$ cat config.mk
export PLATFORM = sky130hd
export DESIGN_NAME = signed_divider_saturating_unit
export DESIGN_NICKNAME = d
export VERILOG_FILES = /design/src/hw/rtl/sdiv_pkg.sv /design/src/hw/rtl/sdiv_step.sv /design/src/hw/rtl/signed_divider_saturating_unit.sv
export SDC_FILE = /design/constraint.sdc
export NUM_CORES = 1
export LEC_CHECK = 0
export ABC_AREA = 1
export BUFFER_PORTS_ARGS = -buffer_cell sky130_fd_sc_hd__buf_2
export CAP_MARGIN = 0
export CELL_PAD_IN_SITES_DETAIL_PLACEMENT = 0
export CELL_PAD_IN_SITES_GLOBAL_PLACEMENT = 2
export CORE_MARGIN = 10
export CORE_UTILIZATION = 25
export DETAILED_ROUTE_END_ITERATION = 12
export GPL_TIMING_DRIVEN = 0
export HOLD_SLACK_MARGIN = 0.15
export PLACE_DENSITY = 0.66
export SYNTH_ARGS = -nofsm -noshare
export SYNTH_HDL_FRONTEND = slang
export SYNTH_SLANG_ARGS = --single-unit
$ cat constraint.sdc
create_clock -name clk -period 6.8 [get_ports clk]
set_input_delay 2.04 -clock clk [delete_from_list [all_inputs] [get_ports clk]]
set_output_delay 2.04 -clock clk [all_outputs]
set_load 0.03 [all_outputs]
$ cat src/hw/rtl/sdiv_pkg.sv
// package for the saturating signed divider
// holds the default operand width and the sequencer state type; no dependencies

package sdiv_pkg;

  // default operand and quotient width
  localparam int SDIV_DATA_WIDTH = 32;

  // divider sequencer states
  typedef enum logic [1:0] {
    ST_IDLE,
    ST_DIV,
    ST_FIX
  } sdiv_state_t;

endpackage

$ cat src/hw/rtl/sdiv_step.sv
// one restoring division step: shift in a dividend bit, compare, subtract
// shared by every quotient bit of an item; uses sdiv_pkg for the default width

module sdiv_step #(
  parameter int DATA_WIDTH = sdiv_pkg::SDIV_DATA_WIDTH
) (
  input  logic [DATA_WIDTH-1:0] rem,
  input  logic                  dd_bit,
  input  logic [DATA_WIDTH-1:0] divisor,
  output logic [DATA_WIDTH-1:0] rem_next,
  output logic                  q_bit
);
  import sdiv_pkg::*;

  logic [DATA_WIDTH-1:0] rem_shift;
  logic [DATA_WIDTH-1:0] rem_sub;

  // for a nonzero divisor the partial remainder stays below it, so its top bit is zero
  assign rem_shift = {rem[DATA_WIDTH-2:0], dd_bit};
  assign rem_sub   = rem_shift - divisor;

  // restore when the subtraction would go negative
  assign q_bit    = (rem_shift >= divisor);
  assign rem_next = q_bit ? rem_sub : rem_shift;

endmodule

$ cat src/hw/rtl/signed_divider_saturating_unit.sv
// Signed integer divider with saturation: quotient = numerator / denominator, truncated
// toward zero. An item passes through these steps in order: taking the operand magnitudes,
// DATA_WIDTH steps of the single shared compare-subtract unit producing one quotient bit
// each, and sign fix-up, which waits while the output register still holds an untaken
// result. in_ready is high only while the sequencer is idle. The result sits in an output
// register, so a new item is taken while the previous quotient still waits for out_ready.
// A zero divisor, and the most negative value divided by minus one, give the largest
// positive value. No remainder is produced and no state is kept between items.
// Depends on sdiv_pkg and sdiv_step.

module signed_divider_saturating_unit #(
  parameter int DATA_WIDTH = sdiv_pkg::SDIV_DATA_WIDTH
) (
  input  logic                         clk,
  input  logic                         rst,
  input  logic                         in_valid,
  output logic                         in_ready,
  input  logic signed [DATA_WIDTH-1:0] numerator,
  input  logic signed [DATA_WIDTH-1:0] denominator,
  output logic                         out_valid,
  input  logic                         out_ready,
  output logic signed [DATA_WIDTH-1:0] quotient
);
  import sdiv_pkg::*;

  localparam int CNT_W = $clog2(DATA_WIDTH);
  localparam logic [DATA_WIDTH-1:0] MAX_POS = {1'b0, {(DATA_WIDTH-1){1'b1}}};
  localparam logic [DATA_WIDTH-1:0] ONE     = {{(DATA_WIDTH-1){1'b0}}, 1'b1};
  localparam logic [CNT_W-1:0]      LAST_BIT = CNT_W'(DATA_WIDTH - 1);

  sdiv_state_t state, state_next;
  logic                  out_valid_next;
  logic                  load_out;
  logic                  accept;

  // working registers
  logic [DATA_WIDTH-1:0] dq;        // dividend bits shift out, quotient bits shift in
  logic [DATA_WIDTH-1:0] rem;
  logic [DATA_WIDTH-1:0] divisor;
  logic [CNT_W-1:0]      cnt;
  logic                  neg;
  logic                  div_zero;

  // operand magnitudes
  logic [DATA_WIDTH-1:0] num_u, den_u, num_mag, den_mag;
  logic                  num_neg, den_neg;

  // step unit results
  logic [DATA_WIDTH-1:0] rem_next;
  logic                  q_bit;

  // fixed-up result
  logic [DATA_WIDTH-1:0] q_neg;
  logic [DATA_WIDTH-1:0] result;

  assign accept = in_valid && in_ready;

  // magnitudes, the most negative value maps to 2^(DATA_WIDTH-1)
  assign num_u   = numerator;
  assign den_u   = denominator;
  assign num_neg = num_u[DATA_WIDTH-1];
  assign den_neg = den_u[DATA_WIDTH-1];
  assign num_mag = num_neg ? (~num_u) + ONE : num_u;
  assign den_mag = den_neg ? (~den_u) + ONE : den_u;

  // shared compare-subtract unit
  sdiv_step #(
    .DATA_WIDTH(DATA_WIDTH)
  ) u_step (
    .rem      (rem),
    .dd_bit   (dq[DATA_WIDTH-1]),
    .divisor  (divisor),
    .rem_next (rem_next),
    .q_bit    (q_bit)
  );

  // sign fix-up and saturation
  assign q_neg = (~dq) + ONE;
  always_comb begin
    if (div_zero) begin
      result = MAX_POS;
    end else if (neg) begin
      result = q_neg;
    end else if (dq[DATA_WIDTH-1]) begin
      result = MAX_POS;
    end else begin
      result = dq;
    end
  end

  // sequencer next state and handshake
  always_comb begin
    state_next = state;
    in_ready   = 1'b0;
    load_out   = 1'b0;
    case (state)
      ST_IDLE: begin
        in_ready = 1'b1;
        if (in_valid) begin
          state_next = ST_DIV;
        end
      end
      ST_DIV: begin
        if (cnt == '0) begin
          state_next = ST_FIX;
        end
      end
      ST_FIX: begin
        if (!out_valid || out_ready) begin
          load_out   = 1'b1;
          state_next = ST_IDLE;
        end
      end
      default: begin
        state_next = ST_IDLE;
      end
    endcase
    out_valid_next = load_out || (out_valid && !out_ready);
  end

  // control registers
  always_ff @(posedge clk) begin
    if (rst) begin
      state     <= ST_IDLE;
      out_valid <= 1'b0;
    end else begin
      state     <= state_next;
      out_valid <= out_valid_next;
    end
  end

  // datapath registers
  always_ff @(posedge clk) begin
    if (accept) begin
      dq       <= num_mag;
      rem      <= '0;
      divisor  <= den_mag;
      cnt      <= LAST_BIT;
      neg      <= num_neg ^ den_neg;
      div_zero <= (den_u == '0);
    end else if (state == ST_DIV) begin
      dq  <= {dq[DATA_WIDTH-2:0], q_bit};
      rem <= rem_next;
      cnt <= cnt - 1'b1;
    end
  end

  // output register
  always_ff @(posedge clk) begin
    if (load_out) begin
      quotient <= result;
    end
  end

endmodule

==> impl_metrics.env <==
export IMPL_cap_violations=0
export IMPL_synth_compound_area_share_pct=7.74
export IMPL_finalWirelength_um=39200
export IMPL_clk_path_buf_depth=2
export IMPL_worstSkewPairLatency_ns=0.44
export IMPL_r2r_end="dq[28]"
export IMPL_cp_max_fo=40
export IMPL_die_h_um=226
export IMPL_period_needed_ns=4.10
export IMPL_ir_drop_mv=0.148
export IMPL_status="completed"
export IMPL_start_kind="input port"
export IMPL_endpoint="dq[28]"
export IMPL_drive_gt1_share_pct=12.1
export IMPL_muxShareOfSynthArea_pct=0
export IMPL_post_synth_xor_area_fraction_pct=4.79
export IMPL_netlist_instances=1575
export IMPL_fin_cells=2250
export IMPL_dr_pass1_iters=5
export IMPL_route_vias_total=10100
export IMPL_fmax_mhz=244
export IMPL_clock_sinks=137
export IMPL_start_util_pct=25.3
export IMPL_hpwlAfterDp_um=32400
export IMPL_detail_route_wl_per_cell_um=17.4
export IMPL_ys_seq_area_share_pct=35.1
export IMPL_grt_total_usage_pct=15.5
export IMPL_timing_slew_headroom_pct=32.5
export IMPL_cp_required_ns=6.81
export IMPL_clock_skew_final_ns=0.0182
export IMPL_die_x_um=226
export IMPL_setup_tns_ns=0
export IMPL_final_nets=1804
export IMPL_synthToLayoutAreaGrowth_pct=17.3
export IMPL_setup_slack_ns=2.70
export IMPL_yosysTopAreaCellShare_pct=27.7
export IMPL_r2r_slack_ns=3.94
export IMPL_post_route_period_util_pct=60.3
export IMPL_hold_viol=0
export IMPL_p_seq_share_pct=29.2
export IMPL_yosysWarningCount=0
export IMPL_utilization_pct=29.7
export IMPL_clk_pin_slew_ns=0.06
export IMPL_cts_tree="yes"
export IMPL_cts_buffers_inserted=17
export IMPL_synth_fa_ha_area_share_pct=4.55
export IMPL_vias_per_cell=4.48
export IMPL_synth_edf_count=98
export IMPL_post_cts_setup_buffer_count=0
export IMPL_sw_frac_of_total_pct=43.9
export IMPL_io_buffer_count=101
export IMPL_reg2reg_from="state[0]"
export IMPL_worst_pin_slew_ns=1.01
export IMPL_num_io_pins=102
export IMPL_dr_first_iter_drc_count=647
export IMPL_synth_top_area_cell="edfxtp_1"
export IMPL_dp_cells=2218
export IMPL_dieArea_um2=51100
export IMPL_power_frac_clock_pct=24.1
export IMPL_drc=0
export IMPL_synth_async_reset_ratio_pct=0
export IMPL_hold_buffers=0
export IMPL_synth_cell_types=46
export IMPL_crit_type="input port to flip-flop"
export IMPL_yosysMostFrequentCell="nand2_1"
export IMPL_grt_pass1_wl_um=59500
export IMPL_p_leak_uw=0.00610
export IMPL_h_tree_depth=4
export IMPL_synth_seq_cells=137
export IMPL_rows=75
export IMPL_internal_power_uw=2280
export IMPL_crit_start="in_valid"
export IMPL_power_density_nw_per_um2=327
export IMPL_p_sw_uw=1780
export IMPL_drv_slew=0
export IMPL_synth_common_cells="482 x nand2_1, 278 x inv_1, 135 x nand3_1"
export IMPL_first_global_vias=10000
export IMPL_combPwrFrac_pct=46.7
export IMPL_gr_total_overflow=0
export IMPL_reg2regPathDepth=5
export IMPL_syn_area_um2=10600
export IMPL_yosys_area_share_simple_pct=36.1
export IMPL_pre_cts_ws_ns=2.19
export IMPL_n_antenna_cell=0
export IMPL_gp_congestion=0.850
export IMPL_antenna_left=0
export IMPL_rsz0062_at_grt="no"
export IMPL_syn_nets=1681
export IMPL_cts_resized=0
export IMPL_endpoint_kind="flip-flop"
export IMPL_syn_avg_cell_area_um2=6.74
export IMPL_synth_area_top_cells="edfxtp_1 28%, nand2_1 17%, inv_1 9.8%, dfxtp_1 7.4%, nand3_1 6.4%"
export IMPL_synth_ff_type="edfxtp_1"
export IMPL_cts_root_buffer="clkbuf_16"
export IMPL_setup_violations=0
export IMPL_grt_max_degree=41
export IMPL_antenna_found_initial=0
export IMPL_synth_top_family_by_area="simple AND/OR/NAND/NOR gates"
export IMPL_hold_class="flip-flop to flip-flop"
export IMPL_core_area_um2=41900
export IMPL_cp_data_arrival_time_ns=4.11
sequential cells by signal (all words and copies together) (netlist names):
| name | cells |
|---|---|
| state | 2 |
| cnt | 5 |
| quotient | 32 |
| dq | 32 |
| divisor | 32 |
| neg | 1 |
| rem | 31 |
| out_valid | 1 |
| div_zero | 1 |
per-layer routing:
metal,vias up,global-route usage (%),wire [um]
met3,27,2.17,1210
met1,4664,20.0,18500
met2,155,26.6,19000
met4,0,3.66,471
met5,-,0,0
li1,5241,-,-
power groups by stage:
stage	Combinational [uW]	Clock [uW]	Sequential [uW]
final	1900	980	1180
after global placement	1920	0	1200
after detailed placement	1920	0	1200
after global routing	2170	1040	1200
after floorplan	1380	0	1150
after CTS	1920	1010	1190
metrics by stage:
| step | area, um2 | hold slack (ns) | power, uW |
|---|---|---|---|
| finish | 12400 | 0.460 | 4060 |
| global placement | 11800 | 0.441 | 3120 |
| detailed placement | 11800 | 0.447 | 3120 |
| global route | 12400 | 0.472 | 4410 |
| floorplan | 10600 | 0.429 | 2530 |
| CTS | 12400 | 0.462 | 4120 |
critical path, stage by stage:
cell and delay, ns:
buf_2 0.10, nand2_2 0.29, inv_2 0.20, nor2_1 0.80, inv_2 0.63
how the worst min path moves through the flow:
stage,start,endpoint,slack (ns),depth (start not counted)
final,cnt[2],cnt[2],0.46,2
after global routing,cnt[2],cnt[2],0.47,2
after CTS,cnt[2],cnt[2],0.46,2
after detailed placement,cnt[2],cnt[2],0.45,2
after global placement,cnt[2],cnt[2],0.44,2
after floorplan,cnt[2],cnt[2],0.43,2
cells in the final DEF, fill, tap and decap left out, types with 2 or more instances in the layout:
| cell type | instances |
|---|---|
| nand2_1 | 482 |
| inv_1 | 278 |
| nand3_1 | 135 |
| nor2_1 | 133 |
| buf_2 | 112 |
| edfxtp_1 | 98 |
| o21ai_0 | 81 |
| xor2_1 | 45 |
| dfxtp_1 | 39 |
| ha_1 | 37 |
| a21oi_1 | 33 |
| nand3b_1 | 25 |
| nand4_1 | 20 |
| nor3_1 | 19 |
| nand2_2 | 17 |
| clkbuf_16 | 17 |
| clkbuf_1 | 16 |
| xnor2_1 | 13 |
| nand3_2 | 11 |
| inv_2 | 9 |
| o211ai_1 | 9 |
| nor2_2 | 6 |
| buf_1 | 5 |
| nor4_1 | 5 |
| a31oi_1 | 5 |
| and2_1 | 5 |
| clkinv_4 | 5 |
| or2_2 | 4 |
| o21ai_1 | 4 |
| nor2_4 | 3 |
| clkinv_1 | 3 |
| a21oi_2 | 3 |
| buf_6 | 3 |
| o21a_1 | 3 |
| o31ai_1 | 3 |
| bufinv_16 | 3 |
| nand2_4 | 2 |
| inv_6 | 2 |
final cells by class:
cell class,instances,area [um2]
inverters,289,1080
well taps,539,674
flip-flops and latches,137,3720
clock buffers,18,429
multi-input cells,1115,5650
repair buffers,104,548
clock inverters,14,173
plain buffers,34,161
fillers,4705,29500
kinds of logic after synthesis:
logic type                 after synthesis
AOI/OAI and AO/OA                      148
xor gates and xnor gates                58
adders and majority gates               38
buffers and inverters                  323
DFF                                    137
and+or+nand+nor                        871
(Power assumes the default switching activity.)
